File: src/rtl/clt_pkg.sv
// Shared types and constants for the character LCD tick controller.
// Transaction structs, request mode codes, init phases and LCD command bytes.
// No dependencies.
`timescale 1ns / 1ps

package clt_pkg;

	// Character queue sizing
	localparam int BUFFER_DEPTH = 16;
	localparam int IDX_W        = (BUFFER_DEPTH > 1) ? $clog2(BUFFER_DEPTH) : 1;
	localparam int CNT_W        = $clog2(BUFFER_DEPTH + 1);

	// LCD command bytes
	localparam logic [7:0] CMD_FUNCTION_SET = 8'h3C;
	localparam logic [7:0] CMD_DISPLAY_ON   = 8'h0C;
	localparam logic [7:0] CMD_CLEAR        = 8'h01;
	localparam logic [7:0] CMD_LINE0        = 8'h80;
	localparam logic [7:0] CMD_LINE1        = 8'hC0;
	localparam logic [7:0] ASCII_ZERO       = 8'h30;

	// Init sequence tick marks
	localparam logic [5:0] FUNC_SEND_TICK  = 6'd35;
	localparam logic [5:0] FUNC_END_TICK   = 6'd38;
	localparam logic [5:0] DISP_SEND_TICK  = 6'd2;
	localparam logic [5:0] DISP_END_TICK   = 6'd4;
	localparam logic [5:0] CLEAR_SEND_TICK = 6'd2;

	// Enable pulse drops on this tick count
	localparam logic [1:0] PULSE_LAST_TICK = 2'd2;

	typedef enum logic [2:0] {
		MODE_TICK   = 3'd0,
		MODE_INIT   = 3'd1,
		MODE_QUEUE  = 3'd2,
		MODE_CURSOR = 3'd3,
		MODE_CLEAR  = 3'd4,
		MODE_NUMBER = 3'd5,
		MODE_RAW    = 3'd6,
		MODE_NOP    = 3'd7
	} mode_t;

	typedef enum logic [1:0] {
		PH_IDLE  = 2'd0,
		PH_FUNC  = 2'd1,
		PH_DISP  = 2'd2,
		PH_CLEAR = 2'd3
	} init_phase_t;

	typedef struct packed {
		mode_t      mode;
		logic [7:0] data_byte;
		logic [3:0] column;
		logic       row;
	} lcd_req_t;

	typedef struct packed {
		logic       reg_select;
		logic [7:0] data_bus;
		logic       enable_line;
		logic       busy_res;
		logic       dropped;
	} lcd_rsp_t;

endpackage

File: src/rtl/clt_engine.sv
// Controller state and per-transaction update for the character LCD tick controller.
// Holds init sequencer, enable pulse timer, character queue and LCD line levels.
// Depends on clt_pkg.
`timescale 1ns / 1ps

module clt_engine import clt_pkg::*; (
	input  logic     clk,
	input  logic     arst_n,
	input  logic     step,
	input  lcd_req_t item,
	output lcd_rsp_t result
);

	localparam logic [CNT_W-1:0] CNT_FULL = CNT_W'(BUFFER_DEPTH);
	localparam logic [CNT_W-1:0] CNT_ONE  = CNT_W'(1);

	// State registers
	init_phase_t      phase_q, phase_n;
	logic [5:0]       ticks_q, ticks_n;
	logic             pact_q, pact_n;
	logic [1:0]       pticks_q, pticks_n;
	logic [CNT_W-1:0] cnt_q, cnt_n;
	logic [CNT_W-1:0] didx_q, didx_n;
	logic             dpend_q, dpend_n;
	logic             rs_q, rs_n;
	logic [7:0]       bus_q, bus_n;
	logic             strobe_q, strobe_n;
	logic [7:0]       store_q [BUFFER_DEPTH];

	// Queue write ports (put-number writes two entries at once)
	logic             wr0_en, wr1_en;
	logic [IDX_W-1:0] wr0_idx, wr1_idx;
	logic [7:0]       wr0_dat, wr1_dat;
	logic             lost;

	// Decimal split: n/10 by reciprocal multiply, exact for every 8-bit n (n < 256)
	logic [15:0] recip_prod;
	logic [4:0]  tens;
	logic [7:0]  ones;
	logic [7:0]  tens_ch, ones_ch;

	assign recip_prod = {8'd0, item.data_byte} * 16'd205;
	assign tens       = recip_prod[15:11];
	assign ones       = item.data_byte - ({3'd0, tens} << 3) - ({3'd0, tens} << 1);
	assign tens_ch    = ASCII_ZERO + {3'd0, tens};
	assign ones_ch    = ASCII_ZERO + ones;

	// Next-state logic for one transaction
	always_comb begin
		phase_n  = phase_q;
		ticks_n  = ticks_q;
		pact_n   = pact_q;
		pticks_n = pticks_q;
		cnt_n    = cnt_q;
		didx_n   = didx_q;
		dpend_n  = dpend_q;
		rs_n     = rs_q;
		bus_n    = bus_q;
		strobe_n = strobe_q;
		wr0_en   = 1'b0;
		wr1_en   = 1'b0;
		wr0_idx  = cnt_q[IDX_W-1:0];
		wr1_idx  = cnt_q[IDX_W-1:0];
		wr0_dat  = item.data_byte;
		wr1_dat  = ones_ch;
		lost     = 1'b0;
		if (step) begin
			unique case (item.mode)
				MODE_TICK: begin
					// init sequencer
					if (phase_q != PH_IDLE) begin
						ticks_n = ticks_q + 6'd1;
						case (phase_q)
							PH_FUNC: begin
								if (ticks_n == FUNC_SEND_TICK) begin
									rs_n   = 1'b0;
									bus_n  = CMD_FUNCTION_SET;
									pact_n = 1'b1;
								end
								if (ticks_n == FUNC_END_TICK) begin
									phase_n = PH_DISP;
									ticks_n = 6'd0;
								end
							end
							PH_DISP: begin
								if (ticks_n == DISP_SEND_TICK) begin
									rs_n   = 1'b0;
									bus_n  = CMD_DISPLAY_ON;
									pact_n = 1'b1;
								end
								if (ticks_n == DISP_END_TICK) begin
									phase_n = PH_CLEAR;
									ticks_n = 6'd0;
								end
							end
							default: begin
								if (ticks_n >= CLEAR_SEND_TICK) begin
									rs_n    = 1'b0;
									bus_n   = CMD_CLEAR;
									pact_n  = 1'b1;
									phase_n = PH_IDLE;
								end
							end
						endcase
					end
					// enable pulse, a byte armed on this tick strobes at once
					if (pact_n) begin
						strobe_n = 1'b1;
						if (pticks_q >= PULSE_LAST_TICK) begin
							strobe_n = 1'b0;
							pticks_n = 2'd0;
							pact_n   = 1'b0;
						end else begin
							pticks_n = pticks_q + 2'd1;
						end
					end else if (dpend_q && phase_n == PH_IDLE) begin
						// drain one queued character, or close out the drain
						if (didx_q < cnt_q) begin
							rs_n   = 1'b1;
							bus_n  = store_q[didx_q[IDX_W-1:0]];
							pact_n = 1'b1;
							didx_n = didx_q + CNT_ONE;
						end else begin
							dpend_n = 1'b0;
							didx_n  = '0;
							cnt_n   = '0;
						end
					end
				end
				MODE_INIT: begin
					phase_n = PH_FUNC;
					ticks_n = 6'd0;
				end
				MODE_QUEUE: begin
					if (cnt_q < CNT_FULL) begin
						wr0_en  = 1'b1;
						cnt_n   = cnt_q + CNT_ONE;
						dpend_n = 1'b1;
					end else begin
						lost = 1'b1;
					end
				end
				MODE_CURSOR: begin
					rs_n   = 1'b0;
					bus_n  = (item.row ? CMD_LINE1 : CMD_LINE0) + {4'd0, item.column};
					pact_n = 1'b1;
				end
				MODE_CLEAR: begin
					rs_n   = 1'b0;
					bus_n  = CMD_CLEAR;
					pact_n = 1'b1;
				end
				MODE_NUMBER: begin
					// tens digit first, then ones; each one dropped on its own
					wr0_dat = tens_ch;
					if (cnt_q < CNT_FULL) begin
						wr0_en  = 1'b1;
						cnt_n   = cnt_q + CNT_ONE;
						dpend_n = 1'b1;
					end else begin
						lost = 1'b1;
					end
					wr1_idx = cnt_n[IDX_W-1:0];
					if (cnt_n < CNT_FULL) begin
						wr1_en  = 1'b1;
						cnt_n   = cnt_n + CNT_ONE;
						dpend_n = 1'b1;
					end else begin
						lost = 1'b1;
					end
				end
				MODE_RAW: begin
					rs_n   = 1'b0;
					bus_n  = item.data_byte;
					pact_n = 1'b1;
				end
				MODE_NOP: begin
				end
				default: begin
				end
			endcase
		end
	end

	// Result seen after the update
	always_comb begin
		result.reg_select  = rs_n;
		result.data_bus    = bus_n;
		result.enable_line = strobe_n;
		result.busy_res    = (phase_n != PH_IDLE) || pact_n || dpend_n;
		result.dropped     = lost;
	end

	// Control state
	always_ff @(posedge clk or negedge arst_n) begin
		if (!arst_n) begin
			phase_q  <= PH_IDLE;
			ticks_q  <= 6'd0;
			pact_q   <= 1'b0;
			pticks_q <= 2'd0;
			cnt_q    <= '0;
			didx_q   <= '0;
			dpend_q  <= 1'b0;
			rs_q     <= 1'b0;
			bus_q    <= 8'd0;
			strobe_q <= 1'b0;
		end else begin
			phase_q  <= phase_n;
			ticks_q  <= ticks_n;
			pact_q   <= pact_n;
			pticks_q <= pticks_n;
			cnt_q    <= cnt_n;
			didx_q   <= didx_n;
			dpend_q  <= dpend_n;
			rs_q     <= rs_n;
			bus_q    <= bus_n;
			strobe_q <= strobe_n;
		end
	end

	// Character queue storage, entries are only read below the fill count
	always_ff @(posedge clk) begin
		if (wr0_en) begin
			store_q[wr0_idx] <= wr0_dat;
		end
		if (wr1_en) begin
			store_q[wr1_idx] <= wr1_dat;
		end
	end

	// Checks
	a_cnt_bound: assert property (@(posedge clk) disable iff (!arst_n)
		cnt_q <= CNT_FULL)
		else $error("queue fill count beyond depth");

	a_drain_bound: assert property (@(posedge clk) disable iff (!arst_n)
		didx_q <= cnt_q)
		else $error("drain index past fill count");

	a_pulse_idle: assert property (@(posedge clk) disable iff (!arst_n)
		!pact_q |-> (pticks_q == 2'd0))
		else $error("pulse tick count left over with no pulse armed");

	a_drop_full: assert property (@(posedge clk) disable iff (!arst_n)
		result.dropped |-> (cnt_n == CNT_FULL))
		else $error("character dropped while queue had room");

endmodule

File: src/rtl/char_lcd_tick_controller_unit.sv
// Top level of the character LCD tick controller: valid/stall channels around the engine.
// Input register, controller update, result register.
// Depends on clt_pkg and clt_engine.
`timescale 1ns / 1ps

// One request or tick transaction is taken per clock while req_stall is low, and each
// gives exactly one result transaction: the request is captured in an input
// register, the controller state is updated from it as it leaves that register, and
// the LCD line levels, busy and dropped flags land in the result register.
// The sustained rate is one transaction per cycle while rsp_stall is low, as the
// state update is combinational. A waiting result does not block the next request;
// req_stall rises only when both the input and result registers are full and
// rsp_stall is high. The character queue holds BUFFER_DEPTH bytes; queue writes to a
// full queue are discarded and reported through dropped. The R/W line is not driven.
module char_lcd_tick_controller_unit import clt_pkg::*; (
	input  logic     clk,
	input  logic     arst_n,
	input  logic     req_valid,
	output logic     req_stall,
	input  lcd_req_t req_data,
	output logic     rsp_valid,
	input  logic     rsp_stall,
	output lcd_rsp_t rsp_data
);

	logic     valid_s1;
	lcd_req_t item_s1;
	logic     valid_s2;
	lcd_rsp_t result_s2;
	lcd_rsp_t result;
	logic     advance;
	logic     req_take;

	// Handshake control
	assign advance   = valid_s1 && (!valid_s2 || !rsp_stall);
	assign req_stall = valid_s1 && !advance;
	assign req_take  = req_valid && !req_stall;

	// Controller state and update
	clt_engine u_engine (
		.clk    (clk),
		.arst_n (arst_n),
		.step   (advance),
		.item   (item_s1),
		.result (result)
	);

	// Stage valid flags
	always_ff @(posedge clk or negedge arst_n) begin
		if (!arst_n) begin
			valid_s1 <= 1'b0;
			valid_s2 <= 1'b0;
		end else begin
			if (req_take) begin
				valid_s1 <= 1'b1;
			end else if (advance) begin
				valid_s1 <= 1'b0;
			end
			if (advance) begin
				valid_s2 <= 1'b1;
			end else if (valid_s2 && !rsp_stall) begin
				valid_s2 <= 1'b0;
			end
		end
	end

	// Stage payloads
	always_ff @(posedge clk) begin
		if (req_take) begin
			item_s1 <= req_data;
		end
		if (advance) begin
			result_s2 <= result;
		end
	end

	assign rsp_valid = valid_s2;
	assign rsp_data  = result_s2;

	// Checks
	a_advance_result: assert property (@(posedge clk) disable iff (!arst_n)
		advance |=> rsp_valid)
		else $error("advanced transaction produced no result");

	a_stall_needs_full: assert property (@(posedge clk) disable iff (!arst_n)
		req_stall |-> (valid_s1 && valid_s2))
		else $error("request stalled with a free register");

endmodule
File: config.mk
export PLATFORM = sky130hd
export DESIGN_NAME = char_lcd_tick_controller_unit
export DESIGN_NICKNAME = d
export VERILOG_FILES = /design/src/rtl/clt_pkg.sv /design/src/rtl/clt_engine.sv /design/src/rtl/char_lcd_tick_controller_unit.sv
export SDC_FILE = /design/constraint.sdc
export NUM_CORES = 1
export LEC_CHECK = 0
export BUFFER_PORTS_ARGS = -buffer_cell sky130_fd_sc_hd__buf_2
export CAP_MARGIN = 5
export CORE_MARGIN = 2
export CORE_UTILIZATION = 55
export DETAILED_ROUTE_END_ITERATION = 12
export PLACE_DENSITY_LB_ADDON = 0.3
export SLEW_MARGIN = 0
export SYNTH_ARGS = -nofsm -noshare
export SYNTH_HDL_FRONTEND = slang
export SYNTH_HIERARCHICAL = 1
export SYNTH_SLANG_ARGS = --single-unit
File: constraint.sdc
create_clock -name clk -period 19 [get_ports clk]
set_input_delay 2.85 -clock clk [delete_from_list [all_inputs] [get_ports clk]]
set_output_delay 2.85 -clock clk [all_outputs]
set_load 0.05 [all_outputs]
==> impl_results.md, run 1 <==
- RSZ-0062 raised after global routing: no
- Clock transition at path regs: around 0.070 ns
- Count leader, synth: edfxtp_1
- Worst Reg2Reg Path Length in Cells: 24
- Hold Path End: rsp_valid
- Post-CTS setup buffers: 0
- First-pass GRT wire length: 43100 µm
- RR Endpoint: u_engine/store_q[9][7]
- Vias: 7931
- Number of synthesis warnings: 6
- Area Overhead vs Synth: 8.20%
- CTS tree: yes
- Grt ovf: 0
- Final hold vios: 0
- Final Max Tran Viols: 0
- Post-DP Area: roughly 12000 µm²
- Hold Crit Class: reg -> reg
- Startpoint Class: register
- Highest clock rate: 0.133 GHz
- Mapped Cells: roughly 990
- # DRC: 0
- Num rows: between 50 and 60
- Final GP Congestion: 0.903
- R2R Setup Slk: 11.49 ns
- Largest net degree at the start of global routing: 36
- DRT Pass-1 Iters: 5
- Post-route cell area: about 12000 µm²
- Layout cells sized above 1: 13.5%
- # IOs: 34
- Setup TNS Final: 0 ns
- Post-synth EDFFs: around 160
- Clock root cell: clkbuf_16
- Worst clock skew: 0.0168 ns
- Max-cap violations: 0
- Synth top area share: 40.8%
- Fin crit period: ~7.5 ns
- Synth async-reset ratio: 17.9%
- Seq/Total Area, Yosys: a little under 50%
- Die Span Y: 149 µm
- Hold Buf Count CTS: 0
- CP endpoint kind: register
- Vias/cell: 6.24
- Number of DRC markers in iteration 0: just over 700
- Final setup fails: 0
- Critical Path Fanout Max: 16
- Final nets: 1094
- Antenna Nets Post-Route: 0
- Critical path arrival: between 7 and 8 ns
- Worst path required time: around 19 ns
- Die width: between 100 and 150 µm
- Final HPWL DP: 19000 µm
- Total clock sinks: 190
- Total CTS buffers: 17
- Skew-Pair Late Insertion Delay: 0.45 ns
- # diodes: 0
- Maximum vdd drop: 0.320 mV
- Relative slew slack: 11.0%
- PostCTS Resize Cnt: 0
- Synth area leaders: edfxtp_1, mux4_2, ha_1, dfrtp_1, mux2i_1
- Syn_nets: ~1100
- Gr usage total: 26.0%
- Initial antenna violation count: 0
- Post-synth top area cell: edfxtp_1
- Maximum clock path buffer count: 2
- H-tree depth: 4
- Routed len/inst: approximately 22 µm
- Number of port buffers: 33
- Reg2Reg Launch Point: item_s1[5]
- Lkg Pwr: 5.28 nW
- Pwr dens: 155 nW/µm²
- Min-delay src: valid_s1
- Initial Util: 56.4%
- Die area: 22100 µm²
- Core ar.: just over 20000 µm²
- Number of global-route vias before repair: 7761
- Outcome: finished clean
- WL final: 27500 µm
- Slew @ Worst Pin: 1.32 ns
- Hold Path Stages: 1
- Yosys cell types: 64
- Primary FF master, synth: edfxtp_1
- CP Class: reg -> reg
- Final Cycle Share: 39.5%
- Cell area after synthesis: 11500 µm²
- Most frequent cells after synthesis: edfxtp_1, mux2i_1, nand2_1, inv_1, ha_1
- Syn avg cell area: about 12 µm²
- Register bit total from synthesis: 190
-- cells by family after synthesis --
logic type | Yosys count | share of synthesized area, %
simple gates | 230 | 9.54
compound gates | 195 | 10.3
flops | 190 | 48.2
buf+inv | 139 | 4.68
mux | 127 | 15.4
fa+ha+maj | 85 | 10.2
xor+xnor | 21 | 1.60
-- worst max-delay path: stages (launching register included) --
cell and delay (ns):
edfxtp_1 0.61, ha_1 0.35, xor2_1 0.17, ha_1 0.29, fa_1 0.53, inv_1 0.07, fa_1 0.54, inv_1 0.05
ha_1 0.21, a2111oi_0 0.46, o221ai_1 0.22, o2111ai_1 0.20, nand2_1 0.13, xor2_1 0.27, inv_1 0.10, fa_1 0.46
ha_1 0.33, ha_1 0.29, a21o_1 0.17, a21oi_1 0.21, o21bai_1 0.08, a21oi_1 0.17, xnor2_1 0.11, xnor2_1 0.96
o21ai_0 0.20
-- power breakdown --
part / leakage (nW) / switching, mW / internal [mW]
Sequential: 1.85 / 0.0283 / 0.486
Clock: 0.279 / 0.172 / 0.175
Combinational: 3.15 / 0.733 / 0.327
Total: 5.28 / 0.934 / 0.988
-- per-stage QoR --
stage / hold slack, ns / total power [mW] / util [%] / setup WS, ns / std cells
finish: 0.499 / 1.92 / 61.0 / 11.49 / 1272
global route: 0.522 / 2.02 / 61.0 / 11.14 / 1272
CTS: 0.497 / 1.91 / 61.0 / 11.55 / 1272
detailed placement: 0.483 / 1.56 / 58.2 / 11.58 / 1240
global placement: 0.474 / 1.54 / 58.2 / 11.86 / 1240
floorplan: 0.467 / 1.20 / - / 12.71 / 987
-- area by class of cell --
type                            instances  area (µm²)
Sequential cell                       190        5540
Multi-Input combinational cell        658        5430
Clock inverter                         15         149
Inverter                               75         282
Clock buffer                           17         425
Timing Repair Buffer                   47         270
Fill cell                            1612        7940
Tap cell                              270         338
-- sequential cells by signal, summed over array words and instances (netlist names), 2 cells and up --
signal and flops:
u_engine/store_q 128, item_s1 16, rsp_data 12, u_engine/bus_q 8, u_engine/ticks_q 6, u_engine/cnt_q 5, u_engine/didx_q 5, u_engine/phase_q 2
u_engine/pticks_q 2
-- layer usage --
metal / routed length [µm] / track usage, % / vias up
met5: 0 / 0 / -
met4: 692 / 8.86 / 0
met3: 2010 / 5.00 / 46
met2: 13300 / 41.7 / 332
met1: 11500 / 35.9 / 3927
li1: - / - / 3626
-- layout by cell type (no fill, tap or decap), types with 13 or more instances in the layout --
cell	Yosys	final
edfxtp_1	156	156
mux2i_1	85	84
nand2_1	78	78
inv_1	75	75
ha_1	71	71
a21oi_1	66	64
nor2_1	59	59
o21ai_0	55	55
mux4_2	40	40
buf_2	3	33
dfrtp_1	34	33
nand3_1	19	19
clkbuf_16	0	17
buf_4	3	14
a21o_1	14	14
fa_1	14	14
xnor2_1	13	13
nor3_1	13	13
-- worst max path at each step --
stage | startpoint | to | slack, ns | cells after the start
6_report | item_s1[5] | u_engine/store_q[9][7] | 11.49 | 24
5_1_grt | item_s1[5] | u_engine/store_q[8][7] | 11.14 | 24
4_1_cts | item_s1[5] | u_engine/store_q[9][7] | 11.55 | 24
3_5_place_dp | item_s1[5] | u_engine/store_q[9][7] | 11.58 | 24
3_3_place_gp | item_s1[5] | u_engine/store_q[8][7] | 11.86 | 24
2_1_floorplan | item_s1[6] | u_engine/store_q[10][7] | 12.71 | 25
Power figures use the tool's default switching activity.
==> inputs of run 2 (changes only) <==
- ABC_AREA: default -> 1
- clock period: 19 -> 7.36 ns (I/O delays scaled with it)
==> run 2 against run 1 <==
Critical path depth is 3 higher. Sequential share of layout area is 2.3 points lower. Utilization is 0.78 points lower. Sequential cell count stayed put. Largest power group unchanged. Highest routed layer unchanged.
==> impl_results.md, run 2 <==
- Final nets: 1554 (was 1094)
- Total buffers and inverters traversed by the critical path: 4 (was 3)
- Worst Reg2Reg Path Length in Cells: 27 (was 24)
- CTS tree: yes (unchanged)
- Skew-Pair Late Insertion Delay: 0.44 ns (was 0.45 ns)
- Hold Buf Count CTS: 0 (unchanged)
- Most frequent cells after synthesis: nand2_1, edfxtp_1, inv_1, nand3_1, o21ai_0 (was edfxtp_1, mux2i_1, nand2_1, inv_1, ha_1)
- Outcome: finished clean (unchanged)
- Core ar.: 21800 µm² (was 20400 µm²)
- Die area: 23300 µm² (was 22100 µm²)
- Final Cycle Share: 90.8% (was 39.5%)
- Top reg by flops: u_engine/store_q (unchanged)
- Final setup fails: 0 (unchanged)
- Syn_nets: 1549 (was 1092)
- Post-synth EDFFs: 156 (unchanged)
- Synth top area share: 38.6% (was 40.8%)
- Grt ovf: 0 (unchanged)
- Final HPWL DP: 22800 µm (was 19000 µm)
- Primary FF master, synth: edfxtp_1 (unchanged)
- Gr usage total: 28.5% (was 26.0%)
- Most used cell, CP: nand2_1 (was ha_1)
- Number of port buffers: 33 (unchanged)
- DRT Pass-1 Iters: 8 (was 5)
- Synth async-reset ratio: 17.9% (unchanged)
- Routed len/inst: 18.8 µm (was 21.6 µm)
- Setup TNS Final: 0 ns (unchanged)
- Metal2 WL: 15500 µm (was 13300 µm)
- Seq/Total Area, Yosys: 45.6% (was 48.2%)
- WL final: 32700 µm (was 27500 µm)
- Register bit total from synthesis: 190 (unchanged)
- Maximum vdd drop: 1.46 mV (was 0.320 mV)
- Number of global-route vias before repair: 9886 (was 7761)
- Synth area leaders: edfxtp_1, nand2_1, ha_1, dfrtp_1, inv_1 (was edfxtp_1, mux4_2, ha_1, dfrtp_1, mux2i_1)
- Startpoint Class: register (unchanged)
- Worst clock skew: 0.00973 ns (was 0.0168 ns)
- Fin crit period: 6.69 ns (was 7.51 ns)
- Die width: 153 µm (was 149 µm)
- Post-CTS setup buffers: 0 (unchanged)
- Number of synthesis warnings: 6 (unchanged)
- M1 wire length: 13400 µm (was 11500 µm)
- Final hold vios: 0 (unchanged)
- Reg2Reg Launch Point: item_s1[5] (unchanged)
- CP Class: reg -> reg (unchanged)
- Highest clock rate: 0.150 GHz (was 0.133 GHz)
- Crit path max-delay family: adder cells (unchanged)
- PostCTS Resize Cnt: 0 (unchanged)
- Total clock sinks: 190 (unchanged)
- Yosys cell types: 48 (was 64)
- Initial Util: 55.9% (was 56.4%)
- Final Max Tran Viols: 0 (unchanged)
- Clock root cell: clkbuf_16 (unchanged)
- Hold Path End: u_engine/strobe_q (was rsp_valid)
- Crit-path max cell delay: 0.56 ns (was 0.96 ns)
- CP endpoint kind: register (unchanged)
- Max-cap violations: 0 (unchanged)
- Fill cell count: 1898 (was 1612)
- Crit-path slowest cell: fa_1 (was xnor2_1)
- Met3 WL: 2890 µm (was 2010 µm)
- Post-synth top area cell: edfxtp_1 (unchanged)
- Critical path arrival: 6.86 ns (was 7.65 ns)
- Hold Slack: 0.485 ns (was 0.499 ns)
- Num rows: 54 (was 52)
- Clock transition at path regs: 0.08 ns (was 0.07 ns)
- RR Endpoint: u_engine/store_q[6][7] (was u_engine/store_q[9][7])
- Largest net degree at the start of global routing: 69 (was 36)
- Highest Signal Layer: met4 (unchanged)
- Area Overhead vs Synth: 7.86% (was 8.20%)
- Most common cell after layout, fill and taps aside: nand2_1 (was edfxtp_1)
- Max reg flops: 128 (unchanged)
- Initial antenna violation count: 1 (was 0)
- Lkg Pwr: 5.66 nW (was 5.28 nW)
- Hold Path Stages: 2 (was 1)
- Vias: 10300 (was 7931)
- Number of DRC markers in iteration 0: 1229 (was 712)
- Pwr dens: 389 nW/µm² (was 155 nW/µm²)
- Hold Crit Class: reg -> reg (unchanged)
- H-tree depth: 4 (unchanged)
- Count leader, synth: nand2_1 (was edfxtp_1)
- # DRC: 0 (unchanged)
- Layout cells sized above 1: 9.37% (was 13.5%)
- Slew @ Worst Pin: 1.27 ns (was 1.32 ns)
- Leading cell types in the layout, fill and taps excluded: nand2_1, edfxtp_1, inv_1, nand3_1, o21ai_0 (was edfxtp_1, mux2i_1, nand2_1, inv_1, ha_1)
- # diodes: 0 (unchanged)
- Total CTS buffers: 17 (unchanged)
- Critical Path Fanout Max: 21 (was 16)
- Die Span Y: 153 µm (was 149 µm)
- R2R Setup Slk: 0.67 ns (was 11.49 ns)
- First-pass GRT wire length: 52200 µm (was 43100 µm)
- Vias/cell: 5.90 (was 6.24)
- Min-delay src: u_engine/strobe_q (was valid_s1)
- Cell area after synthesis: 12200 µm² (was 11500 µm²)
- Relative slew slack: 14.7% (was 11.0%)
- Antenna Nets Post-Route: 0 (unchanged)
- Worst path required time: 7.53 ns (was 19.14 ns)
- Maximum clock path buffer count: 2 (unchanged)
- RSZ-0062 raised after global routing: no (unchanged)
- Mapped Cells: 1444 (was 987)
- # IOs: 34 (unchanged)
- Final GP Congestion: 0.931 (was 0.903)
- Syn avg cell area: 8.42 µm² (was 11.6 µm²)
[run 2: worst max-delay path by stage]
stage / slack (ns) / end / cells past startpoint / start
floorplan: 1.46 / u_engine/store_q[10][7] / 28 / item_s1[6]
global placement: 0.88 / u_engine/store_q[9][7] / 28 / item_s1[5]
detailed placement: 0.73 / u_engine/store_q[6][7] / 27 / item_s1[5]
CTS: 0.70 / u_engine/store_q[6][7] / 27 / item_s1[5]
global route: 0.23 / u_engine/store_q[15][7] / 28 / item_s1[5]
finish: 0.67 / u_engine/store_q[6][7] / 27 / item_s1[5]
[run 2: power by group]
part / internal (mW) / total (mW) / switching, mW
registers: 1.24 / 1.30 / 0.0586
logic: 0.686 / 2.84 / 2.16
clock network: 0.512 / 0.954 / 0.442
total: 2.44 / 5.10 / 2.66
[run 2: routing by layer]
| layer | global-route usage, % | up-vias |
|---|---|---|
| met5 | 0 | - |
| met3 | 5.15 | 76 |
| li1 | - | 4871 |
| met2 | 46.1 | 501 |
| met1 | 38.9 | 4826 |
| met4 | 9.92 | 0 |
[run 2: cell families (layout without fill, tap and decap cells)]
logic type,after synthesis,after routing,share of synthesized area [%]
simple gates,689,689,24.4
compound gates,244,244,12.0
buf+inv,220,238,7.24
flops,190,190,45.6
fa+ha+maj,85,85,9.62
xor+xnor,16,16,1.22
[run 2: tightest hold or removal path, stage by stage (launching register included)]
cell and delay (ns):
dfrtp_1 0.33, nand2_1 0.05, nand2_1 0.07
[run 2: final cells by class]
type,count,area (µm²),share of cell area (%)
Clock buffer,17,425,3.25
Inverter,157,589,4.50
Multi-Input combinational cell,1034,5740,43.8
Clock inverter,15,179,1.37
Timing Repair Buffer,49,285,2.18
Tap cell,280,350,2.67
Sequential cell,190,5540,42.2
[run 2: per-stage QoR]
step | instances | worst slack, ns | utilization, % | cell area [µm²] | power [mW]
4_1_cts | 1742 | 0.698 | 60.2 | 13100 | 5.01
2_1_floorplan | 1444 | 1.46 | - | 12200 | 3.02
3_3_place_gp | 1710 | 0.882 | 57.5 | 12500 | 3.99
6_report | 1742 | 0.675 | 60.2 | 13100 | 5.10
3_5_place_dp | 1710 | 0.733 | 57.5 | 12500 | 4.05
5_1_grt | 1742 | 0.230 | 60.2 | 13100 | 5.33
